--- config.mk ---
export PLATFORM = sky130hd
export DESIGN_NAME = wgc_ctrl
export DESIGN_NICKNAME = d
export VERILOG_FILES = /design/src/hw/rtl/wgc_pkg.sv /design/src/hw/rtl/wgc_ctrl.sv
export SDC_FILE = /design/constraint.sdc
export NUM_CORES = 1
export LEC_CHECK = 0
export BUFFER_PORTS_ARGS = -buffer_cell sky130_fd_sc_hd__buf_4
export CORE_UTILIZATION = 26
export CTS_CLUSTER_DIAMETER = 40
export DETAILED_ROUTE_END_ITERATION = 8
export SKIP_CTS_REPAIR_TIMING = 1
export SYNTH_ARGS = -nofsm -noshare
export SYNTH_HDL_FRONTEND = slang
export SYNTH_SLANG_ARGS = --single-unit
--- constraint.sdc ---
create_clock -name clock -period 1.25 [get_ports clock]
set_clock_uncertainty 0.05 [all_clocks]
set_input_delay 0.0625 -clock clock [delete_from_list [all_inputs] [get_ports clock]]
set_output_delay 0.0625 -clock clock [all_outputs]
set_load 0.02 [all_outputs]
--- src/hw/rtl/wgc_pkg.sv ---
`default_nettype none
package wgc_pkg;

   localparam int COORD_BITS     = 20;
   localparam int WAYPOINTS      = 32;
   localparam int SLOT_BITS      = 5;
   localparam int DIFF_BITS      = COORD_BITS + 1;
   localparam int HEAD_BITS      = 15;
   localparam int CORDIC_ITERS   = 20;
   localparam int CORDIC_SHIFT   = 40 - COORD_BITS;
   localparam int CORDIC_BITS    = 44;
   localparam int ANGLE_BITS     = 26;
   localparam int ITER_BITS      = 5;
   localparam int REQ_DATA_BITS  = 144;
   localparam int RSP_DATA_BITS  = 24;
   localparam int CSR_DATA_BITS  = 16;
   localparam int CSR_INDEX_BITS = 3;

   localparam logic [0:0] MODE_LOAD = 1'b0;

   localparam logic [2:0] CSR_CAPTURE_RADIUS = 3'd0;
   localparam logic [2:0] CSR_ROLL_P_GAIN    = 3'd1;
   localparam logic [2:0] CSR_ROLL_I_GAIN    = 3'd2;
   localparam logic [2:0] CSR_PITCH_P_GAIN   = 3'd3;
   localparam logic [2:0] CSR_PITCH_I_GAIN   = 3'd4;
   localparam logic [2:0] CSR_ROLL_LIMIT     = 3'd5;
   localparam logic [2:0] CSR_PITCH_LIMIT    = 3'd6;
   localparam logic [2:0] CSR_WAYPOINT_COUNT = 3'd7;

   localparam logic [2:0] MUL_DN_DN  = 3'd0;
   localparam logic [2:0] MUL_DE_DE  = 3'd1;
   localparam logic [2:0] MUL_DH_DH  = 3'd2;
   localparam logic [2:0] MUL_R_R    = 3'd3;
   localparam logic [2:0] MUL_ERR_RI = 3'd4;
   localparam logic [2:0] MUL_ERR_RP = 3'd5;
   localparam logic [2:0] MUL_DH_PI  = 3'd6;
   localparam logic [2:0] MUL_DH_PP  = 3'd7;

   typedef struct packed {
      logic                 accept;
      logic                 diff_ld;
      logic [2:0]           mul_sel;
      logic                 sq_clr;
      logic                 sq_add;
      logic                 cap_chk;
      logic                 cordic_init;
      logic                 cordic_step;
      logic [ITER_BITS-1:0] iter;
      logic                 err_ld;
      logic                 racc_ld;
      logic                 rsum_ld;
      logic                 pacc_ld;
      logic                 psum_ld;
      logic                 out_ld;
   } wgc_cmd_type;

   typedef struct packed {
      logic out_free;
   } wgc_status_type;

   function automatic logic signed [ANGLE_BITS-1:0] atan_q16(input logic [ITER_BITS-1:0] i);
      logic signed [ANGLE_BITS-1:0] r;
      case (i)
         5'd0:    r = 26'sd2949120;
         5'd1:    r = 26'sd1740967;
         5'd2:    r = 26'sd919879;
         5'd3:    r = 26'sd466945;
         5'd4:    r = 26'sd234379;
         5'd5:    r = 26'sd117304;
         5'd6:    r = 26'sd58666;
         5'd7:    r = 26'sd29335;
         5'd8:    r = 26'sd14668;
         5'd9:    r = 26'sd7334;
         5'd10:   r = 26'sd3667;
         5'd11:   r = 26'sd1833;
         5'd12:   r = 26'sd917;
         5'd13:   r = 26'sd458;
         5'd14:   r = 26'sd229;
         5'd15:   r = 26'sd115;
         5'd16:   r = 26'sd57;
         5'd17:   r = 26'sd29;
         5'd18:   r = 26'sd14;
         5'd19:   r = 26'sd7;
         default: r = '0;
      endcase
      return r;
   endfunction

endpackage
`default_nettype wire

--- src/hw/rtl/wgc_ctrl.sv ---
`default_nettype none
module wgc_ctrl (
   input  wire logic                   clock,
   input  wire logic                   reset,
   input  wire logic                   req_tvalid,
   input  wire logic                   req_tuser,
   input  wire wgc_pkg::wgc_status_type status,
   output logic                        req_tready,
   output wgc_pkg::wgc_cmd_type        cmd
);

   localparam logic [4:0] ST_IDLE  = 5'd0;
   localparam logic [4:0] ST_RD    = 5'd1;
   localparam logic [4:0] ST_DIFF  = 5'd2;
   localparam logic [4:0] ST_SQ0   = 5'd3;
   localparam logic [4:0] ST_SQ1   = 5'd4;
   localparam logic [4:0] ST_SQ2   = 5'd5;
   localparam logic [4:0] ST_SQ3   = 5'd6;
   localparam logic [4:0] ST_CAP   = 5'd7;
   localparam logic [4:0] ST_RD2   = 5'd8;
   localparam logic [4:0] ST_DIFF2 = 5'd9;
   localparam logic [4:0] ST_CINIT = 5'd10;
   localparam logic [4:0] ST_CITER = 5'd11;
   localparam logic [4:0] ST_ERR   = 5'd12;
   localparam logic [4:0] ST_MRI   = 5'd13;
   localparam logic [4:0] ST_MRP   = 5'd14;
   localparam logic [4:0] ST_MPI   = 5'd15;
   localparam logic [4:0] ST_MPP   = 5'd16;
   localparam logic [4:0] ST_PSUM  = 5'd17;
   localparam logic [4:0] ST_OUT   = 5'd18;

   localparam logic [wgc_pkg::ITER_BITS-1:0] LAST_ITER =
      wgc_pkg::ITER_BITS'(wgc_pkg::CORDIC_ITERS - 1);

   logic [4:0]                      state_ff, state_in;
   logic [wgc_pkg::ITER_BITS-1:0]   iter_ff, iter_in;

   always_ff @(posedge clock) begin
      if (reset) begin
         state_ff <= ST_IDLE;
         iter_ff  <= '0;
      end else begin
         state_ff <= state_in;
         iter_ff  <= iter_in;
      end
   end

   always_comb begin
      cmd        = '0;
      cmd.iter   = iter_ff;
      state_in   = state_ff;
      iter_in    = iter_ff;
      req_tready = (state_ff == ST_IDLE);
      case (state_ff)
         ST_IDLE: begin
            if (req_tvalid) begin
               cmd.accept = 1'b1;
               if (req_tuser != wgc_pkg::MODE_LOAD[0]) state_in = ST_RD;
            end
         end
         ST_RD:    state_in = ST_DIFF;
         ST_DIFF: begin
            cmd.diff_ld = 1'b1;
            state_in    = ST_SQ0;
         end
         ST_SQ0: begin
            cmd.mul_sel = wgc_pkg::MUL_DN_DN;
            state_in    = ST_SQ1;
         end
         ST_SQ1: begin
            cmd.mul_sel = wgc_pkg::MUL_DE_DE;
            cmd.sq_clr  = 1'b1;
            state_in    = ST_SQ2;
         end
         ST_SQ2: begin
            cmd.mul_sel = wgc_pkg::MUL_DH_DH;
            cmd.sq_add  = 1'b1;
            state_in    = ST_SQ3;
         end
         ST_SQ3: begin
            cmd.mul_sel = wgc_pkg::MUL_R_R;
            cmd.sq_add  = 1'b1;
            state_in    = ST_CAP;
         end
         ST_CAP: begin
            cmd.cap_chk = 1'b1;
            state_in    = ST_RD2;
         end
         ST_RD2:   state_in = ST_DIFF2;
         ST_DIFF2: begin
            cmd.diff_ld = 1'b1;
            state_in    = ST_CINIT;
         end
         ST_CINIT: begin
            cmd.cordic_init = 1'b1;
            iter_in         = '0;
            state_in        = ST_CITER;
         end
         ST_CITER: begin
            cmd.cordic_step = 1'b1;
            if (iter_ff == LAST_ITER) begin
               state_in = ST_ERR;
            end else begin
               iter_in = iter_ff + 1'b1;
            end
         end
         ST_ERR: begin
            cmd.err_ld = 1'b1;
            state_in   = ST_MRI;
         end
         ST_MRI: begin
            cmd.mul_sel = wgc_pkg::MUL_ERR_RI;
            state_in    = ST_MRP;
         end
         ST_MRP: begin
            cmd.mul_sel = wgc_pkg::MUL_ERR_RP;
            cmd.racc_ld = 1'b1;
            state_in    = ST_MPI;
         end
         ST_MPI: begin
            cmd.mul_sel = wgc_pkg::MUL_DH_PI;
            cmd.rsum_ld = 1'b1;
            state_in    = ST_MPP;
         end
         ST_MPP: begin
            cmd.mul_sel = wgc_pkg::MUL_DH_PP;
            cmd.pacc_ld = 1'b1;
            state_in    = ST_PSUM;
         end
         ST_PSUM: begin
            cmd.psum_ld = 1'b1;
            state_in    = ST_OUT;
         end
         ST_OUT: begin
            if (status.out_free) begin
               cmd.out_ld = 1'b1;
               state_in   = ST_IDLE;
            end
         end
         default:  state_in = ST_IDLE;
      endcase
   end

endmodule
`default_nettype wire

Word-level counts from Yosys, hierarchy flattened
Cells that the tools add are included.

word-level totals
  register bits after elaboration = 10
  word-level logic and storage cells = 56
  input port bits = 5
  output and inout bits = 22

operators by class
  equal/unequal tests = 24
  multiplexer cells = 23
  reduce and logical (&&, ||, !) cells = 6
  $add $sub $neg = 1

operators with widths
  kind                                                 count
  one-hot mux 5 bit (19 select lines)                  1
  equality test 5 x 4 -> 1 bit, second input constant  8
  2-to-1 mux 5 bit                                     5
  one-hot mux 3 bit (7 select lines)                   1
  equality test 5 x 3 -> 1 bit, second input constant  4
  equality test 5 bit, second input constant           4
  2-to-1 mux 1 bit                                     15
  equality test 5 x 2 -> 1 bit, second input constant  2
  inequality test 2 bit, second input constant         5
  one-hot mux 5 bit (2 select lines)                   1
  adder 5 x 1 -> 5 bit, second input constant          1
  equality test 5 x 1 -> 1 bit, second input constant  1
  zero test 5 bit                                      1
  AND reduction 4 bit                                  1
  OR reduction 2 bit                                   2
  AND reduction 2 bit                                  1
  nonzero test 2 bit                                   1

Longest topological paths before layout
  word-level depth = 3
  depth in mapped cells = 6
  mapped depth without buffers = 5

Worst setup path after synthesis
No wires, ideal clock.

  kind = flip-flop to output port
  start = reg state_ff[0]
  end = out cmd[18] (netlist bit)
  stages on the path, launching flop included = 5
  required time = 1.138 ns
  arrival = 1.399 ns
  buffers on the path = 2
  setup slack = -0.261 ns
  cells stage by stage = dfxtp_1 -> buf_4 -> clkbuf_1 -> nor2_1 -> o32ai_1

RTL lines
  element                 RTL line        RTL
  from (decl)             wgc_ctrl.sv:35  logic [4:0] state_ff, state_in;
  from (signal assigned)  wgc_ctrl.sv:43  state_ff <= state_in;
  to (decl)               wgc_ctrl.sv:9   output wgc_pkg::wgc_cmd_type cmd

Worst setup path in the final report
  start = reg state_ff[0]
  end = out req_tready

on the way
  cells in the longest elaborated chain, start to end = 1

ends and longest elaborated chain
  element          RTL line        RTL
  zero test 5 bit  wgc_ctrl.sv:53  req_tready = (state_ff == ST_IDLE);
  to (decl)        wgc_ctrl.sv:8   output logic req_tready,

Every way passes these cells.

==> results.toml <==
[critical_path]
crit_path_frequent_cell = "buf_6"
reg2reg_from = "state_ff[0]"
critPathMaxFanout = 5
cp_slowest_cell = "or3_4"
critPathKind = "flop to output port"
path_buf_inv = 2
critPathLaunchType = "flop"
arrival_ns = 1.47
crit_path_end_kind = "output port"
crit_required_ns = 1.14
path_cells = "buf_6 > or3_4 > nor3_4 > buf_6"
cpLargestDelayFamily = "simple AND/OR/NAND/NOR gates"
critPathLaunch = "state_ff[0]"
cpPeakStageDelay_ns = 0.42

[synth]
ys_warn_count = 0
muxShareOfSynthArea_pct = 2.63
synth_area_um2 = 762
synth_compound_area_share_pct = 9.36
syn_nets = 103
synth-seq-cells = 10
ys_types = 42
syn_inst = 97
synthAdderAreaFrac_pct = 1.64
ys.flop_type = "dfxtp_1"
synthSimpleGateAreaFrac_pct = 45.8
synth_top_family_by_area = "simple AND/OR/NAND/NOR gates"
synth-xor-area-share_pct = 6.90
avgSynthCellArea_um2 = 7.86
ys_seq_area_share_pct = 26.3
synthArstFlopShare_pct = 0
synth_edf_count = 0

[layout]
final_cell_mix = "buf_4, buf_6, nor2_1, nor2_4, dfxtp_4"
area_growth_pct = 121
mostFrequentLayoutCell = "buf_4"
finalNetCount = 167
nFillCells = 212
fin_area_mm2 = 0.00168
diodes = 0
fin_cells = 190
drive_gt1_share_pct = 74.2
final_core_util_pct = 61.1

[pwr]
powerDensity_mw_per_mm2 = 1180
power_mw = 1.99
total_leakage_power_nw = 0.706
ir_worst_vdd_mv = 0.931

[clocking]
cts.sinks = 10
insertion_delay_ns = 0.27
clkTransAtPathRegs_ns = 0.07
ctsLongestPathBuffers = 2
cts_buffers = 3
cts_tree = "built"
htreeDepth = 1
cts-root-buf = "clkbuf_4"

[worst_hold_path]
worstHoldStart = "req_tuser"
hold_class = "primary input to flop"

[drt]
drt_wl_total_um = 2920
vias = 968
drc_errors = 0
firstDrtPassIters = 4
drt_iter0_markers = 11
drtAntennaViolNets = 0
wl_per_cell_um = 15.4
viasPerCell = 5.09

[sta]
max_slew_margin_pct = 84.6
fin_crit_ns = 1.58
fin_ws_ns = -0.334
slew_viol_final = 0
hold_viol_final = 0
report.final.setup_viol = 26
finalCritPeriodShare_pct = 127
grt_setup_unrepaired = "true"
hold-worst-slack_ns = 0.209
fmax_mhz = 631
tightest_slew_ns = 0.229

[global_routing]
track_usage_pct = 15.6
first_global_vias = 876
met2_usage_pct = 27.4
grt_pass1_wl_um = 3880
gr-usage-met3_pct = 3.95
grt-ovfl-total = 0
gr-usage-met1_pct = 18.8
antenna_found_initial = 0
grt_max_degree = 16
busiest_layer = "met2"

[place]
hpwl_um = 1770
placed_cells = 175
portBuffers = 26
gp_congestion = 0.882
place_area_mm2 = 0.00127

[floorplanning]
rows = 19
fp.dieH_um = 56.1
start_util_pct = 27.6
die-width_um = 56.1
io_pins = 27
dieArea_mm2 = 0.00315
core-area_mm2 = 0.00276

[run]
cap_viol_max_count = 0

[outcome]
status = "finished with violations"
violations = "setup timing"
final timing paths:
| kind | endpoint | slack [ns] | cells after the start |
|---|---|---|---|
| max | req_tready | -0.33 | 4 |
| min | state_ff[0] | 0.21 | 5 |
| max reg2reg | state_ff[2] | -0.17 | 5 |
| min reg2reg | state_ff[2] | 0.54 | 2 |
layer usage:
metal / share of wire (%) / vias up
met4: 1.6 / 0
met3: 3.3 / 5
met2: 54 / 17
met1: 41 / 475
li1: - / 471
met5: 0 / -
where the power goes:
group	total, mW	internal (mW)	switching [mW]
Sequential	0.409	0.354	0.0551
Combinational	1.35	0.706	0.644
Clock	0.231	0.112	0.119
sequential cells by signal (all words and copies together) (netlist names):
register,count
iter_ff,5
state_ff,5
tightest hold or removal path: cells and delay by family:
| kind | cells | cell delay, ns |
|---|---|---|
| AOI/OAI and AO/OA | 1 | 0.12 |
| buffers and inverters | 1 | 0.07 |
| and+or+nand+nor | 3 | 0.24 |
kinds of logic (layout without fill, tap and decap cells):
logic type,Yosys count,after routing
xor gates and xnor gates,6,6
DFF,10,10
AOI/OAI and AO/OA,12,12
and+or+nand+nor,55,55
adders and majority gates,1,1
buffers and inverters,11,73
muxes,2,2
metrics by stage:
stage               TNS, ns  setup WS [ns]
finish                -4.69         -0.334
global route          -5.88         -0.383
CTS                   -6.20         -0.385
detailed placement    -1.59         -0.191
global placement      -1.36         -0.132
floorplan            -0.707         -0.154
synthesized netlist by cell type (2+ instances only):
cell type	n	share of area [%]
a21oi_1	4	2.6
buf_2	2	1.3
buf_4	3	3.0
clkbuf_1	2	0.99
dfxtp_1	10	26
inv_1	2	0.99
mux2i_1	2	2.6
nand2_1	5	2.5
nand2b_1	2	1.6
nand3_1	5	3.3
nand3b_1	2	2.0
nor2_1	15	7.4
nor2b_1	2	1.6
nor3_1	7	4.6
o21ai_0	2	1.3
or3_1	2	1.6
xnor2_1	2	2.3
xor2_1	4	4.6
area by class of cell:
class	instances	area, um^2	area share, %
tap	31	38.8	2.30
clock buffer	3	22.5	1.34
timing repair buffer	67	637	37.8
multi-input combinational	76	746	44.3
inverter	3	11.3	0.669
sequential	10	229	13.6
No activity file was read; power rests on OpenSTA's default activity.
