===== src/hw/rtl/wgc_pkg.sv =====
`default_nettype none
package wgc_pkg;

   localparam int COORD_BITS     = 20;
   localparam int WAYPOINTS      = 32;
   localparam int SLOT_BITS      = 5;
   localparam int DIFF_BITS      = COORD_BITS + 1;
   localparam int HEAD_BITS      = 15;
   localparam int CORDIC_ITERS   = 20;
   localparam int CORDIC_SHIFT   = 40 - COORD_BITS;
   localparam int CORDIC_BITS    = 44;
   localparam int ANGLE_BITS     = 26;
   localparam int ITER_BITS      = 5;
   localparam int REQ_DATA_BITS  = 144;
   localparam int RSP_DATA_BITS  = 24;
   localparam int CSR_DATA_BITS  = 16;
   localparam int CSR_INDEX_BITS = 3;

   localparam logic [0:0] MODE_LOAD = 1'b0;

   localparam logic [2:0] CSR_CAPTURE_RADIUS = 3'd0;
   localparam logic [2:0] CSR_ROLL_P_GAIN    = 3'd1;
   localparam logic [2:0] CSR_ROLL_I_GAIN    = 3'd2;
   localparam logic [2:0] CSR_PITCH_P_GAIN   = 3'd3;
   localparam logic [2:0] CSR_PITCH_I_GAIN   = 3'd4;
   localparam logic [2:0] CSR_ROLL_LIMIT     = 3'd5;
   localparam logic [2:0] CSR_PITCH_LIMIT    = 3'd6;
   localparam logic [2:0] CSR_WAYPOINT_COUNT = 3'd7;

   localparam logic [2:0] MUL_DN_DN  = 3'd0;
   localparam logic [2:0] MUL_DE_DE  = 3'd1;
   localparam logic [2:0] MUL_DH_DH  = 3'd2;
   localparam logic [2:0] MUL_R_R    = 3'd3;
   localparam logic [2:0] MUL_ERR_RI = 3'd4;
   localparam logic [2:0] MUL_ERR_RP = 3'd5;
   localparam logic [2:0] MUL_DH_PI  = 3'd6;
   localparam logic [2:0] MUL_DH_PP  = 3'd7;

   typedef struct packed {
      logic                 accept;
      logic                 diff_ld;
      logic [2:0]           mul_sel;
      logic                 sq_clr;
      logic                 sq_add;
      logic                 cap_chk;
      logic                 cordic_init;
      logic                 cordic_step;
      logic [ITER_BITS-1:0] iter;
      logic                 err_ld;
      logic                 racc_ld;
      logic                 rsum_ld;
      logic                 pacc_ld;
      logic                 psum_ld;
      logic                 out_ld;
   } wgc_cmd_type;

   typedef struct packed {
      logic out_free;
   } wgc_status_type;

   function automatic logic signed [ANGLE_BITS-1:0] atan_q16(input logic [ITER_BITS-1:0] i);
      logic signed [ANGLE_BITS-1:0] r;
      case (i)
         5'd0:    r = 26'sd2949120;
         5'd1:    r = 26'sd1740967;
         5'd2:    r = 26'sd919879;
         5'd3:    r = 26'sd466945;
         5'd4:    r = 26'sd234379;
         5'd5:    r = 26'sd117304;
         5'd6:    r = 26'sd58666;
         5'd7:    r = 26'sd29335;
         5'd8:    r = 26'sd14668;
         5'd9:    r = 26'sd7334;
         5'd10:   r = 26'sd3667;
         5'd11:   r = 26'sd1833;
         5'd12:   r = 26'sd917;
         5'd13:   r = 26'sd458;
         5'd14:   r = 26'sd229;
         5'd15:   r = 26'sd115;
         5'd16:   r = 26'sd57;
         5'd17:   r = 26'sd29;
         5'd18:   r = 26'sd14;
         5'd19:   r = 26'sd7;
         default: r = '0;
      endcase
      return r;
   endfunction

endpackage
`default_nettype wire


===== src/hw/rtl/wgc_dp.sv =====
`default_nettype none
module wgc_dp (
   input  wire logic                                  clock,
   input  wire logic                                  reset,
   input  wire wgc_pkg::wgc_cmd_type                  cmd,
   output wgc_pkg::wgc_status_type                    status,
   input  wire logic                                  req_tuser,
   input  wire logic [wgc_pkg::REQ_DATA_BITS-1:0]     req_tdata,
   output logic                                       rsp_tvalid,
   input  wire logic                                  rsp_tready,
   output logic [wgc_pkg::RSP_DATA_BITS-1:0]          rsp_tdata,
   input  wire logic                                  csr_valid,
   input  wire logic [wgc_pkg::CSR_INDEX_BITS-1:0]    csr_index,
   input  wire logic [wgc_pkg::CSR_DATA_BITS-1:0]     csr_data
);

   localparam int CB = wgc_pkg::COORD_BITS;
   localparam int DB = wgc_pkg::DIFF_BITS;
   localparam int XB = wgc_pkg::CORDIC_BITS;
   localparam int AB = wgc_pkg::ANGLE_BITS;

   // configuration
   logic [15:0] radius_ff, rp_ff, ri_ff, pp_ff, pi_ff;
   logic [6:0]  rlim_ff, plim_ff;
   logic [5:0]  count_ff;

   always_ff @(posedge clock) begin
      if (reset) begin
         radius_ff <= 16'd120;
         rp_ff     <= 16'd282;
         ri_ff     <= 16'd0;
         pp_ff     <= 16'd1250;
         pi_ff     <= 16'd0;
         rlim_ff   <= 7'd30;
         plim_ff   <= 7'd20;
         count_ff  <= 6'd20;
      end else if (csr_valid) begin
         case (csr_index)
            wgc_pkg::CSR_CAPTURE_RADIUS: radius_ff <= csr_data;
            wgc_pkg::CSR_ROLL_P_GAIN:    rp_ff     <= csr_data;
            wgc_pkg::CSR_ROLL_I_GAIN:    ri_ff     <= csr_data;
            wgc_pkg::CSR_PITCH_P_GAIN:   pp_ff     <= csr_data;
            wgc_pkg::CSR_PITCH_I_GAIN:   pi_ff     <= csr_data;
            wgc_pkg::CSR_ROLL_LIMIT:     rlim_ff   <= csr_data[6:0];
            wgc_pkg::CSR_PITCH_LIMIT:    plim_ff   <= csr_data[6:0];
            wgc_pkg::CSR_WAYPOINT_COUNT: count_ff  <= csr_data[5:0];
            default: ;
         endcase
      end
   end

   // input word fields
   logic [wgc_pkg::SLOT_BITS-1:0] slot;
   logic [3*CB-1:0]               load_word;
   assign slot      = req_tdata[4:0];
   assign load_word = req_tdata[64:5];

   logic signed [CB-1:0] pn_ff, pe_ff, alt_ff;
   logic signed [wgc_pkg::HEAD_BITS-1:0] hd_ff;

   always_ff @(posedge clock) begin
      if (cmd.accept) begin
         pn_ff  <= req_tdata[84:65];
         pe_ff  <= req_tdata[104:85];
         alt_ff <= req_tdata[124:105];
         hd_ff  <= req_tdata[139:125];
      end
   end

   // route table
   logic [wgc_pkg::SLOT_BITS-1:0] cur_ff, cur_in;
   logic                          fin_ff, fin_in;
   logic [3*CB-1:0] route_mem [wgc_pkg::WAYPOINTS];
   logic [3*CB-1:0] rd_ff;

   always_ff @(posedge clock) begin
      if (cmd.accept && (req_tuser == wgc_pkg::MODE_LOAD[0])) route_mem[slot] <= load_word;
      rd_ff <= route_mem[cur_ff];
   end

   // differences
   logic signed [DB-1:0] dn_in, de_in, dh_in, dn_ff, de_ff, dh_ff;
   logic                 near_in, near_ff, zero_ff;

   assign dn_in = DB'($signed(rd_ff[CB-1:0]))      - DB'(pn_ff);
   assign de_in = DB'($signed(rd_ff[2*CB-1:CB]))   - DB'(pe_ff);
   assign dh_in = DB'($signed(rd_ff[3*CB-1:2*CB])) - DB'(alt_ff);

   function automatic logic in_near(input logic signed [DB-1:0] v);
      return (v <= DB'(65535)) && (v >= -DB'(65535));
   endfunction

   assign near_in = in_near(dn_in) && in_near(de_in) && in_near(dh_in);

   always_ff @(posedge clock) begin
      if (cmd.diff_ld) begin
         dn_ff   <= dn_in;
         de_ff   <= de_in;
         dh_ff   <= dh_in;
         near_ff <= near_in;
         zero_ff <= (dn_in == '0) && (de_in == '0);
      end
   end

   // shared multiplier
   logic signed [15:0] err_ff;
   logic signed [DB-1:0] mul_a;
   logic signed [17:0]   mul_b;
   logic signed [38:0]   prod_ff;

   always_comb begin
      case (cmd.mul_sel)
         wgc_pkg::MUL_DN_DN: begin mul_a = dn_ff; mul_b = dn_ff[17:0]; end
         wgc_pkg::MUL_DE_DE: begin mul_a = de_ff; mul_b = de_ff[17:0]; end
         wgc_pkg::MUL_DH_DH: begin mul_a = dh_ff; mul_b = dh_ff[17:0]; end
         wgc_pkg::MUL_R_R: begin
            mul_a = $signed({5'b0, radius_ff});
            mul_b = $signed({2'b0, radius_ff});
         end
         wgc_pkg::MUL_ERR_RI: begin mul_a = DB'(err_ff); mul_b = $signed({2'b0, ri_ff}); end
         wgc_pkg::MUL_ERR_RP: begin mul_a = DB'(err_ff); mul_b = $signed({2'b0, rp_ff}); end
         wgc_pkg::MUL_DH_PI:  begin mul_a = dh_ff; mul_b = $signed({2'b0, pi_ff}); end
         wgc_pkg::MUL_DH_PP:  begin mul_a = dh_ff; mul_b = $signed({2'b0, pp_ff}); end
         default:             begin mul_a = dh_ff; mul_b = $signed({2'b0, pp_ff}); end
      endcase
   end

   always_ff @(posedge clock) begin
      prod_ff <= 39'(mul_a) * 39'(mul_b);
   end

   // capture test
   logic [34:0] sum_ff;
   logic [5:0]  count_sat;
   logic        captured;

   always_ff @(posedge clock) begin
      if (cmd.sq_clr) sum_ff <= prod_ff[34:0];
      else if (cmd.sq_add) sum_ff <= sum_ff + prod_ff[34:0];
   end

   assign count_sat = (count_ff == 6'd0) ? 6'd1 :
                      (count_ff > 6'(wgc_pkg::WAYPOINTS)) ? 6'(wgc_pkg::WAYPOINTS) : count_ff;
   assign captured  = near_ff && (sum_ff <= prod_ff[34:0]);

   always_comb begin
      cur_in = cur_ff;
      fin_in = fin_ff;
      if (cmd.cap_chk && captured) begin
         if (({1'b0, cur_ff} + 6'd1) < count_sat) cur_in = cur_ff + 1'b1;
         else fin_in = 1'b1;
      end
   end

   always_ff @(posedge clock) begin
      if (reset) begin
         cur_ff <= '0;
         fin_ff <= 1'b0;
      end else begin
         cur_ff <= cur_in;
         fin_ff <= fin_in;
      end
   end

   // bearing, one rotation a cycle
   logic signed [XB-1:0] x_ff, y_ff, xs, ys, xsh, ysh;
   logic signed [AB-1:0] z_ff;

   assign xs  = {{(XB-DB-wgc_pkg::CORDIC_SHIFT){dn_ff[DB-1]}}, dn_ff,
                 {wgc_pkg::CORDIC_SHIFT{1'b0}}};
   assign ys  = {{(XB-DB-wgc_pkg::CORDIC_SHIFT){de_ff[DB-1]}}, de_ff,
                 {wgc_pkg::CORDIC_SHIFT{1'b0}}};
   assign xsh = x_ff >>> cmd.iter;
   assign ysh = y_ff >>> cmd.iter;

   always_ff @(posedge clock) begin
      if (cmd.cordic_init) begin
         if (xs < 0) begin
            if (ys >= 0) begin
               x_ff <= ys;
               y_ff <= -xs;
               z_ff <= AB'(5898240);
            end else begin
               x_ff <= -ys;
               y_ff <= xs;
               z_ff <= -AB'(5898240);
            end
         end else begin
            x_ff <= xs;
            y_ff <= ys;
            z_ff <= '0;
         end
      end else if (cmd.cordic_step) begin
         if (y_ff >= 0) begin
            x_ff <= x_ff + ysh;
            y_ff <= y_ff - xsh;
            z_ff <= z_ff + wgc_pkg::atan_q16(cmd.iter);
         end else begin
            x_ff <= x_ff - ysh;
            y_ff <= y_ff + xsh;
            z_ff <= z_ff - wgc_pkg::atan_q16(cmd.iter);
         end
      end
   end

   // heading error, wrapped
   logic signed [AB-1:0] z_rnd;
   logic signed [16:0]   ang, err_raw, err_wrap;

   assign z_rnd = (z_ff + AB'(512)) >>> 10;
   assign ang   = zero_ff ? '0 : z_rnd[16:0];
   assign err_raw = 17'(hd_ff) + ang;

   always_comb begin
      if (err_raw > 17'sd11520) err_wrap = err_raw - 17'sd23040;
      else if (err_raw <= -17'sd11520) err_wrap = err_raw + 17'sd23040;
      else err_wrap = err_raw;
   end

   always_ff @(posedge clock) begin
      if (cmd.err_ld) err_ff <= err_wrap[15:0];
   end

   // PI laws
   logic signed [31:0] racc_ff, pacc_ff;
   logic signed [32:0] racc_s;
   logic signed [39:0] pacc_s;
   logic signed [33:0] rsum_ff;
   logic signed [39:0] psum_ff;

   assign racc_s = 33'(racc_ff) + prod_ff[32:0];
   assign pacc_s = 40'(pacc_ff) + 40'(prod_ff);

   always_ff @(posedge clock) begin
      if (reset) begin
         racc_ff <= '0;
         pacc_ff <= '0;
      end else begin
         if (cmd.racc_ld) begin
            if (racc_s > 33'sh0_7FFF_FFFF) racc_ff <= 32'sh7FFF_FFFF;
            else if (racc_s < -33'sh0_8000_0000) racc_ff <= 32'sh8000_0000;
            else racc_ff <= racc_s[31:0];
         end
         if (cmd.pacc_ld) begin
            if (pacc_s > 40'sh7F_FFFF_FFFF >>> 8) pacc_ff <= 32'sh7FFF_FFFF;
            else if (pacc_s < -40'sh00_8000_0000) pacc_ff <= 32'sh8000_0000;
            else pacc_ff <= pacc_s[31:0];
         end
      end
   end

   always_ff @(posedge clock) begin
      if (cmd.rsum_ld) rsum_ff <= prod_ff[33:0] + 34'(racc_ff);
      if (cmd.psum_ld) psum_ff <= 40'(prod_ff) + 40'(pacc_ff);
   end

   function automatic logic signed [7:0] clamp_cmd(input logic signed [39:0] v,
                                                    input logic [6:0] lim);
      logic [6:0]          l;
      logic signed [39:0]  lw;
      l  = (lim > 7'd90) ? 7'd90 : lim;
      lw = 40'($signed({1'b0, l}));
      if (v > lw) return 8'($signed({1'b0, l}));
      if (v < -lw) return -8'($signed({1'b0, l}));
      return v[7:0];
   endfunction

   logic signed [39:0] rq, pq;
   logic signed [7:0]  roll_cmd, pitch_cmd;

   assign rq = (40'(rsum_ff) + (rsum_ff[33] ? 40'sd16383 : 40'sd0)) >>> 14;
   assign pq = (psum_ff + (psum_ff[39] ? 40'sd4095 : 40'sd0)) >>> 12;
   assign roll_cmd  = clamp_cmd(rq, rlim_ff);
   assign pitch_cmd = clamp_cmd(pq, plim_ff);

   // result register
   logic                             rsp_valid_ff;
   logic [wgc_pkg::RSP_DATA_BITS-1:0] rsp_data_ff;

   assign status.out_free = !rsp_valid_ff || rsp_tready;

   always_ff @(posedge clock) begin
      if (reset) begin
         rsp_valid_ff <= 1'b0;
      end else if (cmd.out_ld) begin
         rsp_valid_ff <= 1'b1;
      end else if (rsp_tready) begin
         rsp_valid_ff <= 1'b0;
      end
   end

   always_ff @(posedge clock) begin
      if (cmd.out_ld) rsp_data_ff <= {2'b0, fin_ff, cur_ff, pitch_cmd, roll_cmd};
   end

   assign rsp_tvalid = rsp_valid_ff;
   assign rsp_tdata  = rsp_data_ff;

   a_out_free: assert property (@(posedge clock) disable iff (reset)
      cmd.out_ld |-> (!rsp_valid_ff || rsp_tready))
      else $error("result overwritten while pending");
   a_fin_sticky: assert property (@(posedge clock) disable iff (reset)
      fin_ff |=> fin_ff)
      else $error("route finished flag dropped");
   a_cur_hold: assert property (@(posedge clock) disable iff (reset)
      !cmd.cap_chk |=> $stable(cur_ff))
      else $error("waypoint index moved outside capture check");

endmodule
`default_nettype wire


===== config.mk =====
export PLATFORM = sky130hd
export DESIGN_NAME = wgc_dp
export DESIGN_NICKNAME = d
export VERILOG_FILES = /design/src/hw/rtl/wgc_pkg.sv /design/src/hw/rtl/wgc_dp.sv
export SDC_FILE = /design/constraint.sdc
export NUM_CORES = 2
export LEC_CHECK = 0
export BUFFER_PORTS_ARGS = -buffer_cell sky130_fd_sc_hd__buf_2
export CORE_ASPECT_RATIO = 1.25
export CORE_MARGIN = 2
export CORE_UTILIZATION = 55
export DETAILED_ROUTE_END_ITERATION = 8
export GPL_ROUTABILITY_DRIVEN = 1
export PLACE_DENSITY = 0.68
export SKIP_CTS_REPAIR_TIMING = 1
export SYNTH_ARGS = -nofsm -noshare
export SYNTH_HDL_FRONTEND = slang
export SYNTH_SLANG_ARGS = --single-unit

===== constraint.sdc =====
create_clock -name clock -period 13.4 [get_ports clock]
set_input_delay 4.02 -clock clock [delete_from_list [all_inputs] [get_ports clock]]
set_output_delay 4.02 -clock clock [all_outputs]
set_load 0.02 [all_outputs]

After elaboration in Yosys (flattened, before gate mapping)
Memories as Yosys holds them, arrays and structs flattened. A register that Yosys moved wholly into a read port is not among the register bits.
Cells that the tools add are included.
{ "totals": {"ff_bits": 611, "ram_bits": 1920, "romBits": 1408, "input_bits": 189, "output_inout_bits": 26, "wordCells": 191, "memories": 3} }
{ "memory_table": {"columns": ["name", "words", "word_bits", "rd", "rd_ports_with_merged_regs", "write_ports", "line", "source"], "rows": [
  ["route_mem", 32, 60, 1, 1, 1, "wgc_dp.sv:73", "logic [3*CB-1:0] route_mem [wgc_pkg::WAYPOINTS];"],
  ["(name not given)", 32, 22, 1, 0, 0, "wgc_pkg.sv:63", "case (i)"],
  ["(name not given)", 32, 22, 1, 0, 0, "wgc_pkg.sv:63", null]
]} }
{ "classes": {"n_addsub": 27, "multipliers": 1, "order_cmp": 24, "n_eq_ne": 14, "n_shift": 2, "mux": 56, "bitwise": 2, "n_reduce_logical": 31} }
{ "ops": {"columns": ["operator", "count"], "rows": [
  ["two-way mux 44 bit", 10],
  ["two-way mux 26 bit", 11],
  ["one-hot mux 18 bit (8 select lines)", 1],
  ["two-way mux 32 bit", 4],
  ["one-hot mux 21 bit (5 select lines)", 1],
  ["adder 44 bit", 2],
  ["negator 41 -> 44 bit", 2],
  [">>> shifter 44 x 5 -> 44 bit", 2],
  ["subtractor 44 bit", 2],
  ["negator 7 -> 40 bit", 2],
  ["two-way mux 35 bit", 2],
  ["two-way mux 8 bit", 8],
  [">= comparator 21 x 17 -> 1 bit (second input constant)", 3],
  ["<= comparator 21 x 17 -> 1 bit (second input constant)", 3],
  ["subtractor 20 x 20 -> 21 bit", 3],
  [">= comparator 44 x 1 -> 1 bit (second input constant)", 1],
  ["logical NOT 21 bit", 2],
  [">= comparator 41 x 1 -> 1 bit (second input constant)", 1],
  ["< comparator 41 x 1 -> 1 bit (second input constant)", 1],
  ["adder 39 x 32 -> 40 bit", 1],
  ["adder 40 x 13 -> 40 bit", 1],
  ["> comparator 40 x 32 -> 1 bit (second input constant)", 1],
  ["< comparator 21 x 40 -> 1 bit", 1],
  ["< comparator 28 x 40 -> 1 bit", 1],
  ["other kinds (45)", 91]
]} }

Logic depth before layout (Yosys ltp)
{ "depth": {"word_depth": 8, "mapped_depth": 34} }

Least setup slack after synthesis
Ideal clock, no wire load.
{ "synth_path": {"path_kind": "input to register", "start": "input port cmd[16] in the netlist's numbering", "end": "register prod_ff[35]", "setup_ns": 0.121, "arrival_ns": 11.255, "setup_slack_ns": 2.023, "stages": 29, "n_path_buf": 4, "cell_sequence": "clkbuf_1 -> and2_1 -> clkbuf_1 -> clkbuf_1 -> a21oi_1 -> or2_2 -> a21oi_1 -> clkbuf_1 -> nand2_1 -> fa_1 -> inv_1 -> fa_1 -> inv_1 -> fa_1 -> inv_1 -> fa_1 -> fa_1 -> inv_1 -> fa_1 -> inv_1 -> ha_1 -> nand2_1 -> o21ai_0 -> a211oi_1 -> nor4_1 -> o21ai_0 -> a21boi_0 -> mux2i_1 -> nand2_1"} }
{ "synth_via": {"elab_chain_cells": 4} }
{ "synth_lines": {"columns": ["item", "line", "source"], "rows": [
  ["start, declared", "wgc_dp.sv:5", "input wire wgc_pkg::wgc_cmd_type cmd,"],
  ["equality test 3 bit / equality test 3 x 2 -> 1 bit (equally long branches)", "wgc_dp.sv:112", "case (cmd.mul_sel)"],
  ["OR reduction 3 bit (no source line) / OR reduction 2 bit (equally long branches)", null, null],
  ["one-hot mux 21 bit (5 select lines)", "wgc_dp.sv:112", null],
  ["multiplier 21 x 18 -> 39 bit (*)", "wgc_dp.sv:129", "prod_ff <= 39'(mul_a) * 39'(mul_b);"],
  ["end signal, assigned", "wgc_dp.sv:129", null],
  ["end, declared", "wgc_dp.sv:109", "logic signed [38:0] prod_ff;"]
]} }
Mark *: on every way between the ends. The rest lies on a longest branch, timed or not.
A chain may end at the register's enable or synchronous reset.

Worst setup path in the final report
{ "layout_path": {"start": "input port cmd[17] in the netlist's numbering", "end": "register prod_ff[38]"} }
The elaborated chain is that of the path after synthesis.

==> results by group <==
Outcome
  – Status: finished, final reports clean

Route
  – Number of iterations in the first detailed-routing pass: 6
  – DRC: 0
  – Met3 wire length: between 20,000 and 30,000 um
  – Per-cell routed wire length: 27.8 um
  – Routed vias: 89,795
  – DRC marker count from the first detailed-route iteration: 9,280
  – Met2 wire len: 199,000 um
  – Drt total wl: around 390,000 um
  – Post-Route M1 WL: ~150,000 um
  – Remaining antenna violation count after routing: 0
  – Drt via density: 6.35
  – Top sig layer: met5

STA
  – TNS Setup: 0 ns
  – Final Setup Violations: 0
  – Final worst path period share: 0.895
  – Worst Max-Slew Pin Slew: ~1.3 ns
  – Fmax: approximately 83 MHz
  – Unrepaired setup endpoints after global routing: false
  – Slew margin rel.: 0.122
  – Hold Fails Final Rpt: 0
  – Slew Viols, Final: 0
  – Post-route setup slack: 1.41 ns
  – Tmin final: approximately 12 ns
  – Final Skew: slightly above 0.06 ns

Place
  – Worst slack, placed: 0.692 ns
  – Area after DPL: 145,000 um2
  – I/O Buffers: roughly 210
  – Dpl hpwl: 256,000 um
  – GPL Wtd Cong: ~0.95

Flow run
  – Max Cap Viol: 0

Setup path
  – R2R cell count: 29
  – CP endpoint kind: flip-flop
  – Worst R2R End: prod_ff[38]$_DFF_P_
  – Worst path required time: 14.10 ns
  – Internal reg-to-reg setup slack: just over 5 ns
  – CP most frequent cell: fa_1
  – Startpoint Class: input port
  – Crit-path max FO: 26
  – CP Data Arrival Time: 12.70 ns
  – Crit Path Category: in2reg
  – CP peak stage delay: between 0.6 and 0.7 ns
  – Slowest-stage cell, CP: o31ai_1
  – R2r startpoint: de_ff[2]$_DFFE_PP_

Layout
  – Layout cells sized above 1: 0.155
  – Area growth from synthesis to layout: 9.76%
  – Area of the multi-input gates: 60,200 um2
  – Final net count: 11,704
  – Fillcell total: 19,005
  – Storage element area: 75,100 um2
  – Post-route cell area: between 150,000 and 200,000 um2
  – Final Util: 0.608

Synthesis
  – Flops & latches, synth: 2,591
  – YS warnings: 0
  – Post-synth EDFFs: 2,321
  – Yosys cell types: approximately 110
  – XOR/XNOR Fraction of Synth Area: 0.0299
  – Syn_area_per_cell: between 10 and 15 um2
  – Adder-Cell Fraction of Synth Area: 0.104
  – Multiplexer share of the synthesized area: 0.132
  – Mapped Area: 140,000 um2
  – Post-synth top flop: edfxtp_1
  – Top cells by instance count after synthesis: edfxtp_1, nand2_1, inv_1
  – Largest family of logic cells by synthesized area: multiplexers
  – Synth area leader: edfxtp_1
  – Synth top area share: 0.499
  – Cells after Synth: between 10,000 and 15,000
  – Post-synthesis compound-gate area fraction: 0.0794
  – Most common cell in the netlist: edfxtp_1
  – Leading post-synthesis cells by cell area: edfxtp_1, mux4_2, fa_1
  – Seq/Total Area, Yosys: 0.537
  – Simple-Gate Fraction of Synth Area: 0.0825
  – Asr flop ratio synth: 0

Clock network
  – Clock sink count: 2,591
  – H-tree levels: 5
  – Total CTS buffers: 270
  – Root buf cell: clkbuf_16
  – Clk_lat worst skew: roughly 0.86 ns
  – Bufs on Longest Clock Path: 4
  – TritonCTS clock tree: yes
  – Worst-path clk slew: about 0.070 ns

Floorplanning
  – DIE AREA: 258,000 um2
  – Initial Utilization: 0.554
  – Io pins: 215
  – Die H: around 570 um
  – # rows: 206
  – Core area: 252,000 um2
  – Die X: 455 um

GRT
  – Largest net degree at the start of global routing: ~130
  – First-pass GRT wire length: 578,000 um
  – Vias in the first global route: roughly 90,000
  – Remaining Overflow, GRT: 0
  – Initial antenna violation count: 41
  – GRT Util Overall: 0.303

Power
  – Cell area power density: 271 nW/um2
  – Peak supply drop: 794 uV
  – Lkg Pwr: between 50 and 60 nW

Worst hold path
  – HP Start: pi_ff[10]$_SDFFE_PP0P_
  – Hold Path Stages: 2
  – Min-Delay Endpoint: pi_ff[10]$_SDFFE_PP0P_
  – Hold crit path type: reg2reg
==> sequential cells by signal (all words and copies together) (netlist names), 32 cells and up <==
name,cells
route_mem,1920
rsum_ff,34
pacc_ff,32
y_ff,44
racc_ff,32
sum_ff,35
x_ff,44
rd_ff,60
psum_ff,40
prod_ff,39
==> where the power goes <==
group,total [mW],switching (mW),internal (mW)
Combinational,23.1,13.4,9.69
Sequential,11.0,0.960,10.0
Clock,7.45,3.15,4.31
Total,41.6,17.5,24.0
==> routing by layer <==
layer,GRT usage,vias to the layer above
met5,0,-
li1,-,39256
met4,0.137,24
met3,0.0443,878
met2,0.514,3853
met1,0.384,45784
==> worst max-delay path, delay by kind of cell <==
kind / cells / cell delay (ns)
AO/OA/AOI/OAI: 6 / 2.04
XOR/XNOR: 1 / 0.13
adder cells (fa/ha/maj): 7 / 3.37
buffers and inverters: 11 / 2.07
AND/OR/NAND/NOR: 5 / 1.03
==> stage by stage <==
stage	total power [mW]	cells	hold WS (ns)
3_3_place_gp	33.5	13637	0.439
4_1_cts	41.6	14109	0.455
5_1_grt	44.8	14121	0.473
3_5_place_dp	34.1	13637	0.447
2_1_floorplan	28.2	10379	0.406
6_report	41.6	14130	0.455
==> cell families (layout without fill, tap and decap cells) <==
group,after synthesis,in the layout
AO/OA/AOI/OAI,1737,1737
XOR/XNOR,477,477
adder cells (fa/ha/maj),934,934
buffers and inverters,1215,1617
flip-flops,2591,2591
multiplexers,914,914
other,2,24
AND/OR/NAND/NOR,2508,2508
==> final cells by class <==
class	count	area share
clock buffer	340	0.0478
multi-input combinational	6573	0.392
sequential	2591	0.490
inverter	754	0.0185
antenna	21	0.000342
timing repair buffer	391	0.0163
clock inverter	132	0.00835
tap	3328	0.0271
==> how the worst max path moves through the flow <==
stage                       start                  end  slack (ns)  cells after the start
after global routing      cmd[17]  prod_ff[38]$_DFF_P_        1.03                     30
after floorplan           cmd[16]  prod_ff[35]$_DFF_P_        2.02                     29
after global placement    cmd[17]  prod_ff[38]$_DFF_P_        0.78                     27
final                     cmd[17]  prod_ff[38]$_DFF_P_        1.41                     30
after detailed placement  cmd[17]  prod_ff[38]$_DFF_P_        0.69                     27
after CTS                 cmd[17]  prod_ff[38]$_DFF_P_        1.54                     27
==> placed cells by master, fill, tap and decap left out, types with 50 or more instances in the layout <==
master	count
edfxtp_1	2321
nand2_1	1024
inv_1	747
mux4_2	695
nor2_1	577
ha_1	547
a21oi_1	515
fa_1	387
o21ai_0	374
xnor2_1	318
clkbuf_16	281
dfxtp_1	265
buf_2	203
buf_4	181
a21o_1	168
nor3_1	161
xor2_1	158
mux2i_1	130
nand3_1	123
a211oi_1	87
nor2b_1	81
nand2b_1	78
and2_1	77
o21a_1	65
o211ai_1	64
or2_2	54
mux2_2	54
nand4_1	53
clkinv_1	53
o21bai_1	51
clkbuf_1	51
a31oi_1	50
or3_1	50
(Power assumes the default switching activity.)
